## src/rtl/tcpf_pkg.sv

```systemverilog
// Shared types and constants for the two-class priority FIFO.
package tcpf_pkg;

    localparam int DEPTH_DEFAULT      = 64;
    localparam int DATA_WIDTH_DEFAULT = 32;

    typedef enum logic [0:0] {
        CMD_ENQUEUE = 1'b0,
        CMD_DEQUEUE = 1'b1
    } cmd_t;

    typedef enum logic [1:0] {
        ST_OK    = 2'd0,
        ST_EMPTY = 2'd1,
        ST_FULL  = 2'd2
    } status_t;

    typedef struct packed {
        cmd_t        command;
        logic [31:0] element_in;
        logic        want_expedited;
    } item_t;

    typedef struct packed {
        status_t     status;
        logic [31:0] element_out;
        logic        from_expedited;
        logic [7:0]  total_count;
        logic [6:0]  expedited_count;
        logic [7:0]  high_water;
    } result_t;

endpackage

```

## src/rtl/two_class_priority_fifo_top.sv

```systemverilog
// Two-class priority FIFO: normal and expedited queues in two RAMs, with a total count and an expedited count.
// The result word is registered and appears in the cycle after the command is taken.
// Throughput: one command per cycle; busy stays low, since pointers and counts
// update at the accept edge and each RAM read or write is registered.
// Reset clears pointers, counts, the high-water mark and the enable register;
// RAM contents are not cleared. The receiver cannot stall the result strobe.
module two_class_priority_fifo_top #(
    parameter int DEPTH      = tcpf_pkg::DEPTH_DEFAULT,
    parameter int DATA_WIDTH = tcpf_pkg::DATA_WIDTH_DEFAULT
) (
    input  logic             clk,
    input  logic             rst_n,
    input  logic             cfg_we,
    input  logic             cfg_data,
    input  logic             start,
    output logic             busy,
    input  tcpf_pkg::item_t   item,
    output logic             done,
    output tcpf_pkg::result_t result
);

    import tcpf_pkg::*;

    localparam int PTR_W  = $clog2(DEPTH);
    localparam int CNT_W  = $clog2(2 * DEPTH + 1);
    localparam int PCNT_W = $clog2(DEPTH + 1);

    logic              exp_en_reg;
    logic [PTR_W-1:0]  n_head_reg, n_tail_reg, p_head_reg, p_tail_reg;
    logic [PTR_W-1:0]  n_head_next, n_tail_next, p_head_next, p_tail_next;
    logic [CNT_W-1:0]  total_reg, total_next, peak_reg, peak_next;
    logic [PCNT_W-1:0] pri_reg, pri_next;
    logic [CNT_W-1:0]  normal_cnt;
    logic              done_reg;
    status_t           status_reg, status_next;
    logic              from_pri_reg, from_pri_next;
    logic              deq_ok_reg, deq_ok_next;

    logic              accept;
    logic              to_pri;
    logic              n_we, p_we;
    logic [DATA_WIDTH+31:0] in_ext;
    logic [DATA_WIDTH-1:0]  wdata;
    logic [DATA_WIDTH-1:0]  n_rdata, p_rdata, sel_rdata;
    logic [DATA_WIDTH+31:0] out_ext;
    logic [CNT_W+7:0]       total_ext, peak_ext;
    logic [PCNT_W+6:0]      pri_ext;

    function automatic logic [PTR_W-1:0] ptr_inc(input logic [PTR_W-1:0] p);
        return (p == PTR_W'(DEPTH - 1)) ? '0 : p + PTR_W'(1);
    endfunction

    assign busy   = 1'b0;
    assign accept = start && !busy;

    // fit the input word to the stored width
    assign in_ext = {{DATA_WIDTH{1'b0}}, item.element_in};
    assign wdata  = in_ext[DATA_WIDTH-1:0];

    assign normal_cnt = total_reg - CNT_W'(pri_reg);
    assign to_pri     = item.want_expedited && exp_en_reg;

    // decide the command against current pointers and counts
    always_comb
    begin
        n_head_next   = n_head_reg;
        n_tail_next   = n_tail_reg;
        p_head_next   = p_head_reg;
        p_tail_next   = p_tail_reg;
        total_next    = total_reg;
        pri_next      = pri_reg;
        peak_next     = peak_reg;
        status_next   = ST_OK;
        from_pri_next = 1'b0;
        deq_ok_next   = 1'b0;
        n_we          = 1'b0;
        p_we          = 1'b0;
        if (accept)
        begin
            case (item.command)
                CMD_ENQUEUE:
                begin
                    if (to_pri)
                    begin
                        if (pri_reg == PCNT_W'(DEPTH))
                        begin
                            status_next = ST_FULL;
                        end
                        else
                        begin
                            p_we        = 1'b1;
                            p_tail_next = ptr_inc(p_tail_reg);
                            pri_next    = pri_reg + PCNT_W'(1);
                            total_next  = total_reg + CNT_W'(1);
                        end
                    end
                    else
                    begin
                        if (normal_cnt >= CNT_W'(DEPTH))
                        begin
                            status_next = ST_FULL;
                        end
                        else
                        begin
                            n_we        = 1'b1;
                            n_tail_next = ptr_inc(n_tail_reg);
                            total_next  = total_reg + CNT_W'(1);
                        end
                    end
                    if (total_next > peak_reg)
                    begin
                        peak_next = total_next;
                    end
                end
                CMD_DEQUEUE:
                begin
                    if (total_reg == '0)
                    begin
                        status_next = ST_EMPTY;
                    end
                    else if (pri_reg != '0)
                    begin
                        deq_ok_next   = 1'b1;
                        from_pri_next = 1'b1;
                        p_head_next   = ptr_inc(p_head_reg);
                        pri_next      = pri_reg - PCNT_W'(1);
                        total_next    = total_reg - CNT_W'(1);
                    end
                    else
                    begin
                        deq_ok_next = 1'b1;
                        n_head_next = ptr_inc(n_head_reg);
                        total_next  = total_reg - CNT_W'(1);
                    end
                end
                default:
                begin
                    status_next = ST_OK;
                end
            endcase
        end
    end

    // hold the enable register
    always_ff @(posedge clk or negedge rst_n)
    begin
        if (!rst_n)
        begin
            exp_en_reg <= 1'b0;
        end
        else if (cfg_we)
        begin
            exp_en_reg <= cfg_data;
        end
    end

    // advance pointers, counts and the result flags
    always_ff @(posedge clk or negedge rst_n)
    begin
        if (!rst_n)
        begin
            n_head_reg   <= '0;
            n_tail_reg   <= '0;
            p_head_reg   <= '0;
            p_tail_reg   <= '0;
            total_reg    <= '0;
            pri_reg      <= '0;
            peak_reg     <= '0;
            done_reg     <= 1'b0;
            status_reg   <= ST_OK;
            from_pri_reg <= 1'b0;
            deq_ok_reg   <= 1'b0;
        end
        else
        begin
            n_head_reg   <= n_head_next;
            n_tail_reg   <= n_tail_next;
            p_head_reg   <= p_head_next;
            p_tail_reg   <= p_tail_next;
            total_reg    <= total_next;
            pri_reg      <= pri_next;
            peak_reg     <= peak_next;
            done_reg     <= accept;
            status_reg   <= status_next;
            from_pri_reg <= from_pri_next;
            deq_ok_reg   <= deq_ok_next;
        end
    end

    // both stores read their head every cycle; the result picks one
    tcpf_ram #(
        .WIDTH (DATA_WIDTH),
        .DEPTH (DEPTH)
    ) u_normal_ram (
        .clk   (clk),
        .we    (n_we),
        .waddr (n_tail_reg),
        .wdata (wdata),
        .raddr (n_head_reg),
        .rdata (n_rdata)
    );

    tcpf_ram #(
        .WIDTH (DATA_WIDTH),
        .DEPTH (DEPTH)
    ) u_priority_ram (
        .clk   (clk),
        .we    (p_we),
        .waddr (p_tail_reg),
        .wdata (wdata),
        .raddr (p_head_reg),
        .rdata (p_rdata)
    );

    // drop the word to zero unless a dequeue succeeded
    always_comb
    begin
        if (!deq_ok_reg)
        begin
            sel_rdata = '0;
        end
        else if (from_pri_reg)
        begin
            sel_rdata = p_rdata;
        end
        else
        begin
            sel_rdata = n_rdata;
        end
    end

    assign out_ext   = {32'b0, sel_rdata};
    assign total_ext = {8'b0, total_reg};
    assign peak_ext  = {8'b0, peak_reg};
    assign pri_ext   = {7'b0, pri_reg};

    // drive the result word
    assign done                   = done_reg;
    assign result.status          = status_reg;
    assign result.element_out     = out_ext[31:0];
    assign result.from_expedited  = from_pri_reg;
    assign result.total_count     = total_ext[7:0];
    assign result.expedited_count = pri_ext[6:0];
    assign result.high_water      = peak_ext[7:0];

endmodule

```

## src/rtl/tcpf_ram.sv

```systemverilog
// Generic single-clock RAM with one write port and one registered read port.
module tcpf_ram #(
    parameter int WIDTH = 32,
    parameter int DEPTH = 64
) (
    input  logic                     clk,
    input  logic                     we,
    input  logic [$clog2(DEPTH)-1:0] waddr,
    input  logic [WIDTH-1:0]         wdata,
    input  logic [$clog2(DEPTH)-1:0] raddr,
    output logic [WIDTH-1:0]         rdata
);

    logic [WIDTH-1:0] mem [DEPTH];

    // write and read; read returns the old contents on a same-address write
    always_ff @(posedge clk)
    begin
        if (we)
        begin
            mem[waddr] <= wdata;
        end
        rdata <= mem[raddr];
    end

endmodule
```

## config.mk

```make
export PLATFORM = sky130hd
export DESIGN_NAME = two_class_priority_fifo_top
export DESIGN_NICKNAME = d
export VERILOG_FILES = /design/src/rtl/tcpf_pkg.sv /design/src/rtl/two_class_priority_fifo_top.sv /design/src/rtl/tcpf_ram.sv
export SDC_FILE = /design/constraint.sdc
export NUM_CORES = 2
export LEC_CHECK = 0
export ABC_CLOCK_PERIOD_IN_PS = 7100
export BUFFER_PORTS_ARGS = -buffer_cell sky130_fd_sc_hd__buf_2
export CAP_MARGIN = 5
export CORE_UTILIZATION = 60
export CTS_CLUSTER_DIAMETER = 50
export DETAILED_ROUTE_END_ITERATION = 10
export PLACE_DENSITY = 0.74
export SYNTH_ARGS = -nofsm -noshare
export SYNTH_HDL_FRONTEND = slang
export SYNTH_SLANG_ARGS = --single-unit
```

## constraint.sdc

```tcl
create_clock -name clk -period 7.1 [get_ports clk]
set_input_delay 1.065 -clock clk [delete_from_list [all_inputs] [get_ports clk]]
set_output_delay 1.065 -clock clk [all_outputs]
set_load 0.05 [all_outputs]
```

## Word level (Yosys, flattened, before mapping)

Memory sizes are Yosys's and may differ from the RTL's. A register that Yosys moved wholly into a read port is not among the register bits.
Index checks and enable logic that the tools add are counted.

| operators by class | value |
|---|---|
| div/mod/pow operators | 0 |
| eq/ne operators | 9 |
| shift-type cells | 0 |
| add/subtract/negate cells | 9 |
| $lt $le $gt $ge | 2 |
| mux-type cells | 43 |
| reduce and logical (&&, ||, !) cells | 10 |
| bitwise gates (word level) | 6 |
| multipliers | 0 |

Operators with widths:

| kind | number |
|---|---|
| 32-bit 2-to-1 mux | 2 |
| 8-bit 2-to-1 mux | 6 |
| 7-bit 2-to-1 mux | 4 |
| 6-bit by 1-bit adder with 6-bit output (second input constant) | 4 |
| 6-bit equality test (second input constant) | 4 |
| 6-bit 2-to-1 mux | 4 |
| 1-bit 2-to-1 mux | 20 |
| 8-bit case mux with 2 select lines | 1 |
| 4-bit AND reduction | 4 |
| 7-bit case mux with 2 select lines | 1 |
| 8-bit by 1-bit adder with 8-bit output (second input constant) | 1 |
| 8-bit by 7-bit greater-or-equal comparator with 1-bit output (second input constant) | 1 |
| 8-bit greater-than comparator | 1 |
| 8-bit zero test | 1 |
| 2-bit 2-to-1 mux | 4 |
| 8-bit by 1-bit subtractor with 8-bit output (second input constant) | 1 |
| 8-bit by 7-bit subtractor with 8-bit output | 1 |
| 7-bit by 1-bit adder with 7-bit output (second input constant) | 1 |
| 7-bit equality test (second input constant) | 1 |
| 7-bit nonzero test | 1 |
| 7-bit by 1-bit subtractor with 7-bit output (second input constant) | 1 |
| 2-bit inequality test (second input constant) | 3 |
| 1-bit inverter | 6 |
| 5-bit AND reduction | 1 |
| other kinds (5) | 5 |

| storage, ports and cells | value |
|---|---|
| logic and storage cells | 93 |
| memories | 2 |
| RAM bits | 4,096 |
| memory bits (read-only) | 0 |
| output and inout bits | 60 |
| register bits after elaboration | 53 |
| bits in latches | 0 |

Memories:

| name | words | width | read ports | clocked after Yosys merged registers in | write ports | line | source |
|---|---|---|---|---|---|---|---|
| u_normal_ram.mem | 64 | 32 | 1 | 1 | 1 | tcpf_ram.sv:14 | `logic [WIDTH-1:0] mem [DEPTH];` |
| u_priority_ram.mem | 64 | 32 | 1 | 1 | 1 | tcpf_ram.sv:14 |  |

## Depth between registers and ports, before layout

| logic depth | value |
|---|---|
| depth in word-level cells | 8 |
| mapped depth | 17 |

## Cells and area by module

Synthesis repeated with hierarchy kept, for this count alone.

| second synthesis, totals | value |
|---|---|
| cells, all modules | 7,062 |
| area, all modules | 160,841.8 sq um |

By module, submodules not included:

| module | sequential area each (sq um) | area an instance (sq um) | cells each | times used |
|---|---|---|---|---|
| tcpf_ram | 62,139.6 | 78,515.3 | 3,324 | 2 |
| two_class_priority_fifo_top | 1,326.3 | 3,811.2 | 414 | 1 |

## Worst setup path after synthesis

OpenSTA, ideal clock, no wires.

| timing | value |
|---|---|
| path type | reg-to-reg |
| start point | register pri_reg[1] |
| end point | memory u_normal_ram.mem[29][0] (enable) |
| slack | 1.135 ns |
| cell stages (with the launch flop) | 11 |
| required time | 6.598 ns |
| period minus slack after synthesis | 5.965 ns |
| path buffers | 2 |
| arrival time | 5.463 ns |
| cells stage by stage | dfrtp_1 inv_1 ha_1 nor2b_1 o31ai_4 a32oi_1 o2bb2ai_2 nand2b_4 buf_6 clkbuf_1 nor4_1 |

| between the ends | value |
|---|---|
| word-level cells in the longest chain between the ends | 8 |

RTL lines:

| element | line | source |
|---|---|---|
| from (decl) | two_class_priority_fifo_top.sv:32 | `logic [PCNT_W-1:0] pri_reg, pri_next;` |
| from (signal assigned) | two_class_priority_fifo_top.sv:181 | `pri_reg <= pri_next;` |
| 8-bit by 7-bit subtractor with 8-bit output | two_class_priority_fifo_top.sv:60 | `assign normal_cnt = total_reg - CNT_W'(pri_reg);` |
| 8-bit by 7-bit greater-or-equal comparator with 1-bit output | two_class_priority_fifo_top.sv:99 | `if (normal_cnt >= CNT_W'(DEPTH))` |
| 1-bit 2-to-1 mux | two_class_priority_fifo_top.sv:99 |  |
| 1-bit 2-to-1 mux | two_class_priority_fifo_top.sv:83 | `if (to_pri)` |
| 1-bit 2-to-1 mux | two_class_priority_fifo_top.sv:80 | `case (item.command)` |
| 1-bit 2-to-1 mux | two_class_priority_fifo_top.sv:78 | `if (accept)` |
| 1-bit 2-to-1 mux | tcpf_ram.sv:19 | `if (we)` |
| 1-bit 2-to-1 mux (implied by the code) | tcpf_ram.sv:21 | `mem[waddr] <= wdata;` |
| to (decl) | tcpf_ram.sv:14 |  |

Every way passes these cells.

## Final worst setup path

| timing | value |
|---|---|
| start point | register total_reg[1] |
| end point | memory u_normal_ram.mem[7][25] (enable) |

| between the ends | value |
|---|---|
| word-level cells in the longest chain between the ends | 8 |

RTL lines:

| element | line | source |
|---|---|---|
| from (decl) | two_class_priority_fifo_top.sv:31 | `logic [CNT_W-1:0] total_reg, total_next, peak_reg, peak_next;` |
| from (signal assigned) | two_class_priority_fifo_top.sv:180 | `total_reg <= total_next;` |
| 8-bit by 7-bit subtractor with 8-bit output | two_class_priority_fifo_top.sv:60 |  |
| 8-bit by 7-bit greater-or-equal comparator with 1-bit output | two_class_priority_fifo_top.sv:99 |  |
| 1-bit 2-to-1 mux | two_class_priority_fifo_top.sv:99 |  |
| 1-bit 2-to-1 mux | two_class_priority_fifo_top.sv:83 |  |
| 1-bit 2-to-1 mux | two_class_priority_fifo_top.sv:80 |  |
| 1-bit 2-to-1 mux | two_class_priority_fifo_top.sv:78 |  |
| 1-bit 2-to-1 mux | tcpf_ram.sv:19 |  |
| 1-bit 2-to-1 mux (implied by the code) | tcpf_ram.sv:21 |  |

Every way passes these cells.

==> results by group <==
Yosys
  • Seq cells post-synth: 4213
  • Main flop type after synthesis: edfxtp_1
  • Syn Area/Cell: 24.27 µm²
  • Async set-reset flop share out of synthesis: 0.01258
  • Syn nets: between 6k and 7k
  • Yosys top cell by area: edfxtp_1
  • Post-synth EDFFs: roughly 4.1k
  • Synth Warn #: 0
  • Sequential-to-total area share from yosys stat: 0.7820
  • Synth top area share: 0.7658
  • Post-synthesis cell count: ~6.6k
  • Synthesized area: approximately 160000 µm²
  • Top post-synthesis cells by area: edfxtp_1, mux4_2, dfrtp_1
  • Post-synth top cells: edfxtp_1, mux4_2, clkbuf_1
  • Synth cell types: 63
  • Most instantiated library cell after synthesis: edfxtp_1

Final layout
  • Net count, final: ~7.0k
  • Share of cells above drive strength 1: 0.3137
  • Filler cells: roughly 15k
  • Cell Count, Final, Fillers Out: 10.79k
  • Multi-input gate area: 34230 µm²
  • Layout overhead on the synthesized area: 12.07%
  • Seq. cell area: roughly 130000 µm²
  • Largest regs: u_normal_ram.mem: 2048 flops, u_priority_ram.mem: 2048 flops

Route
  • Antenna Nets Post-Route: 0
  • Detailed Route WL: 409400 µm
  • Via-per-instance ratio: 7.060
  • Initial DRT Pass Iterations: 7
  • Detailed-route via count: 76.16k
  • Wire per inst: about 38 µm
  • DR iter-0 viols: approximately 12k
  • DRC: 0

Global route
  • Vias in the first global route: about 75k
  • Met1 Resource Use GR: 0.4544
  • All-Layer GR Usage: 0.3056
  • Grt ovf: 0
  • GR met3 Demand/Resource: 0.07451
  • Initial antenna violation count: 28
  • Met2 Use GR: 0.4528
  • First-pass GRT wire length: roughly 570000 µm
  • Most Crowded Layer GR: met1
  • Largest net degree at the start of global routing: 130

Worst setup path
  • Crit-path slowest cell: nor2_4
  • CP bufs+invs: 1
  • Crit-path cells: ha_1 > nor2b_1 > o31ai_4 > a32oi_1 > o2bb2ai_2 > nor3_2 > buf_4 > nand3b_1 > nor2_4
  • Crit path kind: reg -> reg
  • Critical Path End Type: register
  • Critical R2R Capture: u_normal_ram.mem[7][25]$_DFFE_PP_
  • Startpoint types: register
  • R2r setup slk: roughly 2.7 ns
  • Worst path max stage delay: roughly 1.1 ns
  • Worst Setup SP: total_reg[1]$_DFFE_PN0P_
  • CP arrival: 4.97 ns
  • Critical path's top delay family: simple AND/OR/NAND/NOR gates
  • CP Max Fanout: 32
  • R2R cell count: 9
  • Reg2reg start: total_reg[1]$_DFFE_PN0P_
  • WP data required: ~7.6 ns

Floorplanning
  • Die height: between 500 and 600 µm
  • Core area: between 200000 and 300000 µm²
  • Initial Util: 0.6048
  • Rows: 189
  • Die extent in x: slightly above 500 µm
  • # IOs: a little under 100
  • Die area: about 270000 µm²

Power
  • Sw Ratio: 0.2742
  • Internal Power: 45.91 mW
  • Total power: 63.25 mW
  • Clock power share: 0.354
  • Seq pwr share: 0.447
  • Logic pwr share: 0.200
  • Sw power: ~17 mW
  • P_leak: about 55 nW
  • VDD IR max: slightly above 0.3 mV
  • PD cells: 351.4 nW/µm²

Timing
  • Tmin final: 4.435 ns
  • Clk_skew: 0.05526 ns
  • Fin crit share: 0.6246
  • Slew @ Worst Pin: ~1.3 ns
  • Setup TNS: 0 ns
  • Maximum clock frequency: about 0.23 GHz
  • Final WS setup: ~2.7 ns
  • Rel. slew slack: 0.1473
  • Final setup fails: 0
  • RSZ-0062 raised after global routing: no
  • Fin. max-slew vios: 0
  • Final hold viol count: 0

Clock network
  • CTS tree: built
  • Clk Tree Root Cell: clkbuf_16
  • Post-CTS Setup Inserts: 0
  • CTS resizes: 0
  • Clock Latency Late Sink: 0.95 ns
  • CTS Buf Count: between 400 and 500
  • # hold bufs at CTS: 0
  • H-Tree Depth: 5
  • Maximum clock path buffer count: 4
  • CTS sink count: around 4.2k
  • Clock-pin slew on the worst setup and hold paths: ~0.060 ns

Placement
  • Post-Place Worst Slack: 2.191 ns
  • Hpwl dp: 226700 µm
  • Routability cong.: roughly 0.95
  • Placed cell count: between 10k and 15k
  • I/O Buffers: 97

Flow run
  • Max Cap Viol: 0

Run status
  • Outcome: finished clean

Min path
  • Worst min path class: in -> async
## area by class of cell
| type | count | share of cell area |
|---|---|---|
| Antenna cell | 8 | 0.0001112 |
| Timing Repair Buffer | 223 | 0.009996 |
| Clock buffer | 510 | 0.06188 |
| Tap cell | 3533 | 0.02456 |
| Multi-Input combinational cell | 2014 | 0.1902 |
| Sequential cell | 4213 | 0.6980 |
| Clock inverter | 254 | 0.01462 |
| Inverter | 32 | 0.0006951 |
## metrics by stage
| stage | util | hold WS, ns | area, µm² |
|---|---|---|---|
| finish | 0.6778 | 0.3284 | 180000 |
| global route | 0.6778 | 0.3711 | 180000 |
| CTS | 0.6777 | 0.3361 | 180000 |
| detailed placement | 0.6259 | 0.5076 | 166200 |
| global placement | 0.6259 | 0.4963 | 166200 |
| floorplan | - | 0.4786 | 160600 |
## cells by family after synthesis
kind of cell    count (synthesis)  share of synthesized area
compound gates                241                    0.01038
xor+xnor                       23                   0.001254
fa+ha+maj                      27                   0.002150
buf+inv                       390                    0.01070
flops                        4213                     0.7820
mux                          1336                     0.1822
other cells                     1                 0.00002335
simple gates                  386                    0.01129
## power by group through the flow
stage	combinational, mW	clock, mW	sequential (mW)
2_1_floorplan	8.09	0	28.5
3_5_place_dp	12.4	0	28.8
4_1_cts	12.5	22.5	28.2
3_3_place_gp	12.3	0	28.8
6_report	12.6	22.4	28.3
5_1_grt	13.1	23.4	28.3
## routing by layer
| layer | wire [µm] | vias up |
|---|---|---|
| met5 | 44 | - |
| met1 | 152900 | 40658 |
| met3 | 52630 | 622 |
| met2 | 189000 | 5765 |
| met4 | 14830 | 8 |
| li1 | - | 29105 |
## worst max path at each step
| stage | endpoint | slack [ns] | cells past startpoint |
|---|---|---|---|
| after floorplan | u_normal_ram.mem[29][0]$_DFFE_PP_ | 1.13 | 10 |
| after global placement | u_priority_ram.mem[22][16]$_DFFE_PP_ | 2.24 | 7 |
| after detailed placement | u_priority_ram.mem[22][21]$_DFFE_PP_ | 2.19 | 7 |
| after CTS | u_normal_ram.mem[15][28]$_DFFE_PP_ | 2.67 | 9 |
| after global routing | peak_reg[5]$_DFFE_PN0P_ | 2.43 | 15 |
| final | u_normal_ram.mem[7][25]$_DFFE_PP_ | 2.67 | 9 |
## cell usage in the layout, fill, tap and decap left out, types with 6 or more instances in the layout
cell type   count
edfxtp_1     4096
mux4_2       1268
clkbuf_16     429
buf_4         135
nor2_4        120
nand2_1        91
a22oi_1        89
clkinv_1       81
clkbuf_1       71
clkinv_2       68
buf_2          65
dfxtp_1        64
mux2i_1        52
nor2b_1        51
bufinv_16      47
dfrtp_1        44
nor2_1         41
a21oi_1        35
inv_1          31
o22ai_1        29
ha_1           26
o21ai_0        24
buf_12         23
inv_6          20
xnor2_1        19
nand3_1        18
a211oi_1       16
mux2_2         16
clkinv_4       14
clkinvlp_4     11
clkbuf_8       10
nand3b_1        9
diode_2         8
nor4_2          8
a21o_1          7
nand4_1         7
dfrtp_4         7
nor3_1          6
a21boi_0        6
clkinv_8        6
No activity file was read; power rests on OpenSTA's default activity.
